<file path="src/rtl/sha256_pkg.sv">
// Package with the shared types and constants of the SHA-256 stream hasher.
`default_nettype none

package sha256_pkg;

    // Source of the byte pushed into the block buffer.
    typedef enum logic [1:0] {
        BYTE_MSG,
        BYTE_PAD,
        BYTE_ZERO,
        BYTE_LEN
    } byte_sel_t;

    // Commands from the controller to the datapath.
    typedef struct packed {
        logic      push;
        byte_sel_t byte_sel;
        logic      count_bits;
        logic      load_work;
        logic      round;
        logic [5:0] round_idx;
        logic      fold;
        logic      init;
        logic [1:0] word_sel;
    } cmd_t;

    // Status from the datapath to the controller.
    typedef struct packed {
        logic [5:0] fill;
    } status_t;

    localparam logic [5:0] FILL_LAST    = 6'd63;
    localparam logic [5:0] FILL_LEN_POS = 6'd56;
    localparam logic [5:0] ROUND_LAST   = 6'd63;
    localparam logic [1:0] WORD_LAST    = 2'd3;
    localparam logic [7:0] PAD_BYTE     = 8'h80;

    localparam logic [31:0] INIT_H [8] = '{
        32'h6a09e667, 32'hbb67ae85, 32'h3c6ef372, 32'ha54ff53a,
        32'h510e527f, 32'h9b05688c, 32'h1f83d9ab, 32'h5be0cd19
    };

    localparam logic [31:0] ROUND_K [64] = '{
        32'h428a2f98, 32'h71374491, 32'hb5c0fbcf, 32'he9b5dba5,
        32'h3956c25b, 32'h59f111f1, 32'h923f82a4, 32'hab1c5ed5,
        32'hd807aa98, 32'h12835b01, 32'h243185be, 32'h550c7dc3,
        32'h72be5d74, 32'h80deb1fe, 32'h9bdc06a7, 32'hc19bf174,
        32'he49b69c1, 32'hefbe4786, 32'h0fc19dc6, 32'h240ca1cc,
        32'h2de92c6f, 32'h4a7484aa, 32'h5cb0a9dc, 32'h76f988da,
        32'h983e5152, 32'ha831c66d, 32'hb00327c8, 32'hbf597fc7,
        32'hc6e00bf3, 32'hd5a79147, 32'h06ca6351, 32'h14292967,
        32'h27b70a85, 32'h2e1b2138, 32'h4d2c6dfc, 32'h53380d13,
        32'h650a7354, 32'h766a0abb, 32'h81c2c92e, 32'h92722c85,
        32'ha2bfe8a1, 32'ha81a664b, 32'hc24b8b70, 32'hc76c51a3,
        32'hd192e819, 32'hd6990624, 32'hf40e3585, 32'h106aa070,
        32'h19a4c116, 32'h1e376c08, 32'h2748774c, 32'h34b0bcb5,
        32'h391c0cb3, 32'h4ed8aa4a, 32'h5b9cca4f, 32'h682e6ff3,
        32'h748f82ee, 32'h78a5636f, 32'h84c87814, 32'h8cc70208,
        32'h90befffa, 32'ha4506ceb, 32'hbef9a3f7, 32'hc67178f2
    };

endpackage

`default_nettype wire

</file>
<file path="src/rtl/sha256_if.sv">
// Stream interfaces for message bytes in and digest words out.
`default_nettype none

// Message byte channel.
interface sha256_msg_if;
    logic       valid;
    logic       ready;
    logic [7:0] msg_byte;
    logic       has_byte;
    logic       end_of_message;

    modport source (output valid, output msg_byte, output has_byte,
                    output end_of_message, input ready);
    modport sink (input valid, input msg_byte, input has_byte,
                  input end_of_message, output ready);
endinterface

// Digest word channel.
interface sha256_digest_if;
    logic        valid;
    logic        ready;
    logic [63:0] digest_word;
    logic [1:0]  word_index;
    logic        last_word;

    modport source (output valid, output digest_word, output word_index,
                    output last_word, input ready);
    modport sink (input valid, input digest_word, input word_index,
                  input last_word, output ready);
endinterface

`default_nettype wire

</file>
<file path="src/rtl/sha256_stream_hasher_top.sv">
// SHA-256 stream hasher top level.
// The msg channel takes one transaction per message byte: msg_byte is used
// when has_byte is set, and end_of_message closes the message (a byte in the
// same transaction is absorbed first; has_byte low gives an empty end marker).
// The digest channel then delivers four 64-bit transactions, most significant
// word first, word_index 0 to 3, with last_word set on the fourth.
// A byte that does not complete a 64-byte block is absorbed while msg stays
// ready. The byte that completes a block starts a compression, one round per
// cycle through a single round unit, then a fold of the result into the
// chaining words; msg is not ready meanwhile. At the end of a message,
// padding is written one byte per cycle outside the compressions (one or two
// of them), then the digest words are shown. msg stays not ready while
// digest words are pending; a stalled receiver just holds the current word.
// After the fourth word is taken, the block starts a new message. Reset loads
// the initial hash values and clears the fill index and bit count; it takes
// effect at once, with no clearing pass.
`default_nettype none

module sha256_stream_hasher_top (
    input  wire logic       clk,
    input  wire logic       rst_n,
    sha256_msg_if.sink      msg,
    sha256_digest_if.source digest
);

    sha256_pkg::cmd_t    cmd;
    sha256_pkg::status_t status;
    logic [1:0]          word_idx;

    sha256_ctrl u_ctrl (
        .clk         (clk),
        .rst_n       (rst_n),
        .in_valid    (msg.valid),
        .in_has_byte (msg.has_byte),
        .in_eom      (msg.end_of_message),
        .in_ready    (msg.ready),
        .out_valid   (digest.valid),
        .out_ready   (digest.ready),
        .word_idx    (word_idx),
        .status      (status),
        .cmd         (cmd)
    );

    sha256_dp u_dp (
        .clk         (clk),
        .rst_n       (rst_n),
        .msg_byte    (msg.msg_byte),
        .cmd         (cmd),
        .status      (status),
        .digest_word (digest.digest_word)
    );

    assign digest.word_index = word_idx;
    assign digest.last_word  = (word_idx == sha256_pkg::WORD_LAST);

endmodule

`default_nettype wire

</file>
<file path="src/rtl/sha256_dp.sv">
// Datapath: byte packing, message schedule window, round logic and chaining words.
`default_nettype none

module sha256_dp (
    input  wire logic               clk,
    input  wire logic               rst_n,
    input  wire logic [7:0]         msg_byte,
    input  wire sha256_pkg::cmd_t   cmd,
    output sha256_pkg::status_t     status,
    output logic [63:0]             digest_word
);

    function automatic logic [31:0] bsig0(input logic [31:0] x);
        bsig0 = {x[1:0], x[31:2]} ^ {x[12:0], x[31:13]} ^ {x[21:0], x[31:22]};
    endfunction

    function automatic logic [31:0] bsig1(input logic [31:0] x);
        bsig1 = {x[5:0], x[31:6]} ^ {x[10:0], x[31:11]} ^ {x[24:0], x[31:25]};
    endfunction

    function automatic logic [31:0] ssig0(input logic [31:0] x);
        ssig0 = {x[6:0], x[31:7]} ^ {x[17:0], x[31:18]} ^ {3'b000, x[31:3]};
    endfunction

    function automatic logic [31:0] ssig1(input logic [31:0] x);
        ssig1 = {x[16:0], x[31:17]} ^ {x[18:0], x[31:19]} ^ {10'd0, x[31:10]};
    endfunction

    logic [5:0]  fill_reg;
    logic [63:0] bitlen_reg;
    logic [31:0] chain_reg [8];
    logic [23:0] acc_reg;
    logic [31:0] win_reg [16];
    logic [31:0] work_reg [8];

    logic [7:0]  push_byte;
    logic [31:0] new_w;
    logic [31:0] t1;
    logic [31:0] t2;
    logic [31:0] ch;
    logic [31:0] maj;
    logic [31:0] shift_in;
    logic        win_shift;

    // Byte source for the buffer: message, pad marker, zero fill or length.
    always_comb
    begin
        unique case (cmd.byte_sel)
            sha256_pkg::BYTE_MSG:  push_byte = msg_byte;
            sha256_pkg::BYTE_PAD:  push_byte = sha256_pkg::PAD_BYTE;
            sha256_pkg::BYTE_ZERO: push_byte = 8'd0;
            sha256_pkg::BYTE_LEN:  push_byte = bitlen_reg[{~fill_reg[2:0], 3'b000} +: 8];
            default:               push_byte = 8'd0;
        endcase
    end

    // One compression round and the next schedule word.
    always_comb
    begin
        ch    = (work_reg[4] & work_reg[5]) ^ (~work_reg[4] & work_reg[6]);
        maj   = (work_reg[0] & work_reg[1]) ^ (work_reg[0] & work_reg[2])
              ^ (work_reg[1] & work_reg[2]);
        t1    = work_reg[7] + bsig1(work_reg[4]) + ch
              + sha256_pkg::ROUND_K[cmd.round_idx] + win_reg[0];
        t2    = bsig0(work_reg[0]) + maj;
        new_w = ssig1(win_reg[14]) + win_reg[9] + ssig0(win_reg[1]) + win_reg[0];
    end

    // The window shifts when a word is packed or when a round consumes one.
    assign win_shift = cmd.round || (cmd.push && (fill_reg[1:0] == 2'd3));
    assign shift_in  = cmd.round ? new_w : {acc_reg, push_byte};

    // Control state: fill index, bit count and chaining words.
    always_ff @(posedge clk or negedge rst_n)
    begin
        if (!rst_n)
        begin
            fill_reg   <= '0;
            bitlen_reg <= '0;
            for (int i = 0; i < 8; i++)
            begin
                chain_reg[i] <= sha256_pkg::INIT_H[i];
            end
        end
        else
        begin
            if (cmd.init)
            begin
                fill_reg   <= '0;
                bitlen_reg <= '0;
                for (int i = 0; i < 8; i++)
                begin
                    chain_reg[i] <= sha256_pkg::INIT_H[i];
                end
            end
            else
            begin
                if (cmd.push)
                begin
                    fill_reg <= fill_reg + 6'd1;
                end
                if (cmd.count_bits)
                begin
                    bitlen_reg <= bitlen_reg + 64'd8;
                end
                if (cmd.fold)
                begin
                    for (int i = 0; i < 8; i++)
                    begin
                        chain_reg[i] <= chain_reg[i] + work_reg[i];
                    end
                end
            end
        end
    end

    // Payload: byte packer, schedule window and working variables.
    always_ff @(posedge clk)
    begin
        if (cmd.push)
        begin
            acc_reg <= {acc_reg[15:0], push_byte};
        end
        if (win_shift)
        begin
            for (int i = 0; i < 15; i++)
            begin
                win_reg[i] <= win_reg[i + 1];
            end
            win_reg[15] <= shift_in;
        end
        if (cmd.load_work)
        begin
            for (int i = 0; i < 8; i++)
            begin
                work_reg[i] <= chain_reg[i];
            end
        end
        else if (cmd.round)
        begin
            work_reg[7] <= work_reg[6];
            work_reg[6] <= work_reg[5];
            work_reg[5] <= work_reg[4];
            work_reg[4] <= work_reg[3] + t1;
            work_reg[3] <= work_reg[2];
            work_reg[2] <= work_reg[1];
            work_reg[1] <= work_reg[0];
            work_reg[0] <= t1 + t2;
        end
    end

    assign status.fill = fill_reg;
    assign digest_word = {chain_reg[{cmd.word_sel, 1'b0}], chain_reg[{cmd.word_sel, 1'b1}]};

endmodule

`default_nettype wire

</file>
<file path="src/rtl/sha256_ctrl.sv">
// Controller: sequences byte intake, padding, rounds and digest output.
`default_nettype none

module sha256_ctrl (
    input  wire logic                clk,
    input  wire logic                rst_n,
    input  wire logic                in_valid,
    input  wire logic                in_has_byte,
    input  wire logic                in_eom,
    output logic                     in_ready,
    output logic                     out_valid,
    input  wire logic                out_ready,
    output logic [1:0]               word_idx,
    input  wire sha256_pkg::status_t status,
    output sha256_pkg::cmd_t         cmd
);

    typedef enum logic [2:0] {
        S_IDLE,
        S_PAD80,
        S_ZERO,
        S_LEN,
        S_ROUND,
        S_FOLD,
        S_OUT
    } state_t;

    state_t     state_reg;
    state_t     state_next;
    state_t     after_reg;
    state_t     after_next;
    logic [5:0] rnd_reg;
    logic [5:0] rnd_next;
    logic       out_valid_reg;
    logic       out_valid_next;
    logic [1:0] word_idx_reg;
    logic [1:0] word_idx_next;
    logic       block_end;

    assign block_end = (status.fill == sha256_pkg::FILL_LAST);

    // Next-state and command decode.
    always_comb
    begin
        state_next     = state_reg;
        after_next     = after_reg;
        rnd_next       = rnd_reg;
        out_valid_next = out_valid_reg;
        word_idx_next  = word_idx_reg;
        in_ready       = 1'b0;
        cmd            = '0;
        cmd.byte_sel   = sha256_pkg::BYTE_MSG;
        cmd.round_idx  = rnd_reg;
        cmd.word_sel   = word_idx_reg;

        unique case (state_reg)
            S_IDLE:
            begin
                in_ready = 1'b1;
                if (in_valid)
                begin
                    if (in_has_byte)
                    begin
                        cmd.push       = 1'b1;
                        cmd.count_bits = 1'b1;
                    end
                    if (in_has_byte && block_end)
                    begin
                        cmd.load_work = 1'b1;
                        state_next    = S_ROUND;
                        after_next    = in_eom ? S_PAD80 : S_IDLE;
                    end
                    else if (in_eom)
                    begin
                        state_next = S_PAD80;
                    end
                end
            end
            S_PAD80:
            begin
                cmd.push     = 1'b1;
                cmd.byte_sel = sha256_pkg::BYTE_PAD;
                if (block_end)
                begin
                    cmd.load_work = 1'b1;
                    state_next    = S_ROUND;
                    after_next    = S_ZERO;
                end
                else
                begin
                    state_next = S_ZERO;
                end
            end
            S_ZERO:
            begin
                if (status.fill == sha256_pkg::FILL_LEN_POS)
                begin
                    state_next = S_LEN;
                end
                else
                begin
                    cmd.push     = 1'b1;
                    cmd.byte_sel = sha256_pkg::BYTE_ZERO;
                    if (block_end)
                    begin
                        cmd.load_work = 1'b1;
                        state_next    = S_ROUND;
                        after_next    = S_ZERO;
                    end
                end
            end
            S_LEN:
            begin
                cmd.push     = 1'b1;
                cmd.byte_sel = sha256_pkg::BYTE_LEN;
                if (block_end)
                begin
                    cmd.load_work = 1'b1;
                    state_next    = S_ROUND;
                    after_next    = S_OUT;
                end
            end
            S_ROUND:
            begin
                cmd.round = 1'b1;
                rnd_next  = rnd_reg + 6'd1;
                if (rnd_reg == sha256_pkg::ROUND_LAST)
                begin
                    state_next = S_FOLD;
                end
            end
            S_FOLD:
            begin
                cmd.fold   = 1'b1;
                state_next = after_reg;
                if (after_reg == S_OUT)
                begin
                    out_valid_next = 1'b1;
                    word_idx_next  = '0;
                end
            end
            S_OUT:
            begin
                if (out_ready)
                begin
                    if (word_idx_reg == sha256_pkg::WORD_LAST)
                    begin
                        cmd.init       = 1'b1;
                        out_valid_next = 1'b0;
                        state_next     = S_IDLE;
                    end
                    else
                    begin
                        word_idx_next = word_idx_reg + 2'd1;
                    end
                end
            end
            default:
            begin
                state_next = S_IDLE;
            end
        endcase
    end

    // State and registered outputs.
    always_ff @(posedge clk or negedge rst_n)
    begin
        if (!rst_n)
        begin
            state_reg     <= S_IDLE;
            after_reg     <= S_IDLE;
            rnd_reg       <= '0;
            out_valid_reg <= 1'b0;
            word_idx_reg  <= '0;
        end
        else
        begin
            state_reg     <= state_next;
            after_reg     <= after_next;
            rnd_reg       <= rnd_next;
            out_valid_reg <= out_valid_next;
            word_idx_reg  <= word_idx_next;
        end
    end

    assign out_valid = out_valid_reg;
    assign word_idx  = word_idx_reg;

endmodule

`default_nettype wire

</file>
<file path="src/flat_wrapper.sv">
// flat-port wrapper written by rule: the top's interface ports become plain ports
module sha256_stream_hasher_top_flat 
  (clk, rst_n, msg_valid, msg_msg_byte, msg_has_byte, msg_end_of_message, msg_ready, digest_valid, digest_digest_word, digest_word_index, digest_last_word, digest_ready);
  sha256_msg_if msg_i ();
  sha256_digest_if digest_i ();
  input  wire logic clk;
  input  wire logic rst_n;
  input wire logic [$bits(msg_i.valid)-1:0] msg_valid;
  input wire logic [$bits(msg_i.msg_byte)-1:0] msg_msg_byte;
  input wire logic [$bits(msg_i.has_byte)-1:0] msg_has_byte;
  input wire logic [$bits(msg_i.end_of_message)-1:0] msg_end_of_message;
  output wire logic [$bits(msg_i.ready)-1:0] msg_ready;
  output wire logic [$bits(digest_i.valid)-1:0] digest_valid;
  output wire logic [$bits(digest_i.digest_word)-1:0] digest_digest_word;
  output wire logic [$bits(digest_i.word_index)-1:0] digest_word_index;
  output wire logic [$bits(digest_i.last_word)-1:0] digest_last_word;
  input wire logic [$bits(digest_i.ready)-1:0] digest_ready;
  assign msg_i.valid = msg_valid;
  assign msg_i.msg_byte = msg_msg_byte;
  assign msg_i.has_byte = msg_has_byte;
  assign msg_i.end_of_message = msg_end_of_message;
  assign msg_ready = msg_i.ready;
  assign digest_valid = digest_i.valid;
  assign digest_digest_word = digest_i.digest_word;
  assign digest_word_index = digest_i.word_index;
  assign digest_last_word = digest_i.last_word;
  assign digest_i.ready = digest_ready;
  sha256_stream_hasher_top u_core (.clk(clk), .rst_n(rst_n), .msg(msg_i), .digest(digest_i));
endmodule
</file>
<file path="config.mk">
export PLATFORM = sky130hd
export DESIGN_NAME = sha256_stream_hasher_top_flat
export DESIGN_NICKNAME = d
export VERILOG_FILES = /design/src/rtl/sha256_pkg.sv /design/src/rtl/sha256_if.sv /design/src/rtl/sha256_stream_hasher_top.sv /design/src/rtl/sha256_dp.sv /design/src/rtl/sha256_ctrl.sv /design/src/flat_wrapper.sv
export SDC_FILE = /design/constraint.sdc
export NUM_CORES = 2
export LEC_CHECK = 0
export CAP_MARGIN = 10
export CORE_ASPECT_RATIO = 1.25
export CORE_MARGIN = 4
export CORE_UTILIZATION = 40
export DETAILED_ROUTE_END_ITERATION = 10
export DONT_BUFFER_PORTS = 1
export MAX_ROUTING_LAYER = met4
export SETUP_SLACK_MARGIN = 0.5
export SYNTH_ARGS = -nofsm -noshare
export SYNTH_HDL_FRONTEND = slang
export SYNTH_SLANG_ARGS = --single-unit
export TNS_END_PERCENT = 5
</file>
<file path="constraint.sdc">
create_clock -name clk -period 31.4 [get_ports clk]
set_clock_uncertainty 0.15 [all_clocks]
set_input_delay 3.14 -clock clk [delete_from_list [all_inputs] [get_ports clk]]
set_output_delay 3.14 -clock clk [all_outputs]
set_load 0.05 [all_outputs]
</file>
=== Yosys cells after proc, flatten, opt, wreduce, memory -nomap -nowiden ===
Memory sizes are Yosys's and may differ from the RTL's.
Index checks and enable logic that the tools add are counted.

* Register bits: 365
* Bits in writable memories: 768
* Bits in read-only memories: 2048
* Output and inout bits: 69
* Memories kept: 3

{| class="wikitable"
|+ Memories
! memory !! words !! bits a word !! rd ports !! clocked after memory_dff !! wr ports !! RTL line !! RTL
|-
| (no name shown) || 64 || 32 || 1 || 0 || 0 || sha256_dp.sv:64 || <nowiki>+ sha256_pkg::ROUND_K[cmd.round_idx] + win_reg[0];</nowiki>
|-
| u_core.u_dp.win_reg || 16 || 32 || 16 || 0 || 16 || sha256_dp.sv:33 || <nowiki>logic [31:0] win_reg [16];</nowiki>
|-
| u_core.u_dp.work_reg || 8 || 32 || 8 || 0 || 8 || sha256_dp.sv:34 || <nowiki>logic [31:0] work_reg [8];</nowiki>
|}

* Add/sub/neg operators: 22
* Order comparisons: 3
* Eq/ne operators: 25
* Shifts and indexed selects: 1
* Mux-type cells: 73
* Bitwise operators: 29
* Reductions and logical operators: 15

{| class="wikitable"
|+ Operators by type and width
! cell !! number
|-
| adder 32 bit || 18
|-
| two-way mux 256 bit || 2
|-
| two-way mux 32 bit || 15
|-
| bitwise XOR 32 bit || 9
|-
| binary-select mux 32 bit (select 3 bit) || 2
|-
| bitwise AND 32 bit || 5
|-
| two-way mux 64 bit || 2
|-
| adder 64 x 4 -> 64 bit (second input constant) || 1
|-
| variable part select 64 x 7 -> 8 bit || 1
|-
| two-way mux 3 bit || 15
|-
| inverter 32 bit || 1
|-
| one-hot mux 8 bit (4 select lines) || 1
|-
| bitwise XOR 32 x 22 -> 32 bit || 1
|-
| bitwise XOR 32 x 29 -> 32 bit || 1
|-
| two-way mux 1 bit || 23
|-
| one-hot mux 3 bit (7 select lines) || 1
|-
| equality test 6 bit (second input constant) || 3
|-
| inequality test 2 bit (second input constant) || 9
|-
| adder 6 x 1 -> 6 bit (second input constant) || 2
|-
| equality test 3 bit (second input constant) || 4
|-
| two-way mux 6 bit || 2
|-
| one-hot mux 3 bit (4 select lines) || 1
|-
| AND reduction 5 bit || 2
|-
| equality test 2 bit (second input constant) || 4
|-
| other kinds (24) || 43
|}

=== Logic depth before layout (Yosys ltp) ===
An unclocked memory read counts as a cell.

* Depth in word-level cells: 9
* Depth in mapped cells: 42
* Mapped depth without buffers: 42

=== By module ===
A second synthesis with hierarchy kept.

* Cell total of the unflattened synthesis: 6971
* Area total of the unflattened synthesis: 72029.1 um2

{| class="wikitable"
|+ Modules (own cells, without submodules)
! module !! instances !! cells each !! area each (um2) !! sequential area each (um2)
|-
| sha256_dp || 1 || 6872 || 71054.4 || 32035.7
|-
| sha256_ctrl || 1 || 98 || 968.4 || 375.4
|-
| sha256_stream_hasher_top || 1 || 1 || 6.3 || 0.0
|}

=== Worst setup path after synthesis ===
No wires, ideal clock.

* Path kind: input-to-reg
* Start point: input port msg_valid
* End point: memory u_core.u_dp.win_reg[0][0] (enable)
* Data arrival time: 12578 ps
* Setup slack: 14998 ps
* Stages on the path: 6
* Path through: and3_1 buf_2 inv_1 nand2_1 nand2_1 nand2_1

{| class="wikitable"
|+ RTL lines
! element !! RTL line !! RTL
|-
| start, declared || flat_wrapper.sv:8 || <nowiki>input wire logic [$bits(msg_i.valid)-1:0] msg_valid;</nowiki>
|-
| end, declared || sha256_dp.sv:33 ||
|}

==> results.py <==
metrics = {
    "run_status": {
        "outcome": "finished clean",
    },
    "clock_tree": {
        "clkSlewWorstSetupHoldPaths_ns": 0.07,
        "clk-insertion-delay-late_ns": 0.81,
        "cts_hold_buf": 0,
        "post-cts-setup-buffers": 0,
        "cts_sinks": 1130,
        "cts_resized": 0,
        "cts.path.max_buffers": 3,
        "cts_tree": "built",
        "htreeDepth": 4,
        "cts-root-buf": "clkbuf_16",
        "cts_buffers": 131,
    },
    "synth": {
        "syn_avg_cell_area_um2": 10.6,
        "synth.distinct_cells": 92,
        "synth_area_um2": 69700,
        "synth_top_area_frac": 0.341,
        "ys_seq_elements": 1130,
        "yosysWarnings": 0,
        "ys_top_cells_by_area": "edfxtp_1, dfrtp_1, ha_1",
        "synth_top_family_by_area": "compound AO/OA/AOI/OAI gates",
        "synth-main-ff-cell": "edfxtp_1",
        "synth_edf_count": 792,
        "synth_compound_area_frac": 0.142,
        "synthAdderAreaFrac": 0.128,
        "synth-xor-area-share": 0.0786,
        "yosysTopAreaCell": "edfxtp_1",
        "syn_inst": 6593,
        "synthesis.nets": 7199,
        "async_flop_share": 0.299,
        "yosysSeqAreaShare": 0.465,
        "synthSimpleGateAreaFrac": 0.119,
        "synthMuxAreaShare": 0.0344,
    },
    "route": {
        "antenna_left": 0,
        "drc": 0,
        "drtIter0Drc": 4731,
        "wl_per_cell_um": 26.2,
        "vias": 51500,
        "viasPerCell": 5.76,
        "drt-total-wl_um": 234000,
        "drtPass1Iterations": 6,
    },
    "placed_design": {
        "place_area_um2": 72200,
        "portBuffers": 0,
        "dp_hpwl_um": 175000,
        "dpl.cell_count": 8697,
        "routabilityCongestion": 1.01,
        "post-place-ws_ns": 20.55,
    },
    "die": {
        "rows": 171,
        "die_h_um": 475,
        "die_area_um2": 181000,
        "core_area_um2": 174000,
        "start_util": 0.402,
        "ioPinCount": 83,
        "die_w_um": 381,
    },
    "critical_path": {
        "critical-path-top-delay-family": "compound AO/OA/AOI/OAI gates",
        "cp_slowest_stage_delay_ns": 0.57,
        "critical_path_buf_inv_count": 7,
        "cp_max_fo": 66,
        "r2r_cells": 42,
        "crit_top_cell": "a21o_1",
        "rr_endpoint": "u_core.u_dp.work_reg[0][30]",
        "cp.required_ns": 31.77,
        "cp-start-kind": "flop",
        "critPathKind": "reg -> reg",
        "rr_startpoint": "u_core.u_ctrl.rnd_reg[2]",
        "critPathSlowestCell": "fa_1",
        "worst_ep_arrival_time_ns": 11.25,
        "crit_path_end_kind": "flop",
        "r2r_slack_ns": 20.52,
    },
    "grt": {
        "track_usage": 0.263,
        "grt_max_degree": 339,
        "grt_pass1_vias": 50600,
        "antenna_found_initial": 7,
        "gr-total-overflow": 0,
        "grt_pass1_wl_um": 342000,
    },
    "finish": {
        "drive_gt1_frac": 0.0848,
        "final_common_cell": "nand2_1",
        "nNetsFinal": 7101,
        "layout_common_cells": "nand2_1, edfxtp_1, o21ai_0",
        "largest_reg_flops": 512,
        "final_cells": 8940,
        "diodes": 0,
        "nFillCells": 16400,
        "syn_to_final_growth_pct": 9.74,
        "finalInstanceArea_um2": 76500,
    },
    "sta": {
        "finalMaxSlewViolations": 0,
        "hold_violations": 0,
        "setup_tns_ns": 0,
        "tightest_slew_ns": 1.19,
        "min_period_ns": 10.88,
        "setup_slack_ns": 20.52,
        "fmax_mhz": 91.9,
        "relSlewSlack": 0.199,
        "setup_viol": 0,
        "finalCritPeriodShare": 0.347,
        "rsz0062_at_grt": "false",
    },
    "pwr": {
        "power_density_nw_per_um2": 41.0,
        "total_power_uw": 3140,
        "peakVddDrop_mv": 0.0584,
        "p_leak_uw": 0.0319,
    },
    "hold_path": {
        "hold_end": "u_core.u_dp.win_reg[0][187]",
        "whs_path_depth": 0,
        "worstHoldPathType": "reg -> reg",
        "hp-start": "u_core.u_dp.win_reg[0][219]",
    },
    "flow_run": {
        "max_cap_viol_count": 0,
    },
}
kinds of logic (layout without fill, tap and decap cells):
kind of cell,Yosys count,in the layout
fa+ha+maj,596,596
xor+xnor,624,624
compound gates,1604,1604
mux,133,133
simple gates,1888,1888
buf+inv,618,630
flops,1130,1130
metal layers:
metal / vias up / share of wire / track usage
met2: 1804 / 0.48 / 0.429
met3: 525 / 0.057 / 0.0375
met5: - / 0 / -
met1: 25900 / 0.40 / 0.318
li1: 23300 / - / -
met4: 0 / 0.062 / 0.136
worst max-delay path by stage:
stage	from	end	slack (ns)	depth (start not counted)
global route	u_core.u_ctrl.rnd_reg[0]	u_core.u_dp.work_reg[0][30]	19.92	33
detailed placement	u_core.u_ctrl.rnd_reg[2]	u_core.u_dp.work_reg[0][30]	20.55	38
floorplan	msg_valid	u_core.u_dp.win_reg[0][0]	15.00	6
global placement	u_core.u_ctrl.rnd_reg[2]	u_core.u_dp.work_reg[0][30]	20.52	38
CTS	u_core.u_ctrl.rnd_reg[2]	u_core.u_dp.work_reg[0][30]	20.52	38
finish	u_core.u_ctrl.rnd_reg[2]	u_core.u_dp.work_reg[0][30]	20.52	42
cell usage after synthesis (50+ instances only):
cell	instances
nor3_1	98
and3_1	50
nor2b_1	59
edfxtp_1	792
a31oi_1	51
fa_1	195
inv_1	314
nand2b_1	72
clkbuf_1	254
xnor2_1	371
mux4_2	83
nor2_1	350
dfrtp_1	202
nand3_1	157
xor2_1	252
ha_1	397
dfstp_2	136
o21ai_0	467
nand2_1	959
o21a_1	59
a21o_1	205
a21oi_1	447
power by group:
group | total (uW) | switching, uW | internal, uW
clock | 1550 | 680 | 874
sequential | 1580 | 0 | 1580
combinational | 0.190 | 0.0583 | 0.113
stage by stage:
stage / hold slack (ns) / utilization
floorplan: 0.250 / -
global placement: 0.250 / 0.416
detailed placement: 0.255 / 0.416
CTS: 0.252 / 0.441
global route: 0.252 / 0.441
finish: 0.238 / 0.441
final cells by class:
type	count	area [um^2]	area share
inverter	317	1190	0.0156
clock inverter	77	842	0.0110
timing repair buffer	70	563	0.00736
clock buffer	166	3510	0.0459
tap	2335	2920	0.0382
sequential	1130	32400	0.424
multi-input combinational	4845	35100	0.458
Power figures use the tool's default switching activity.
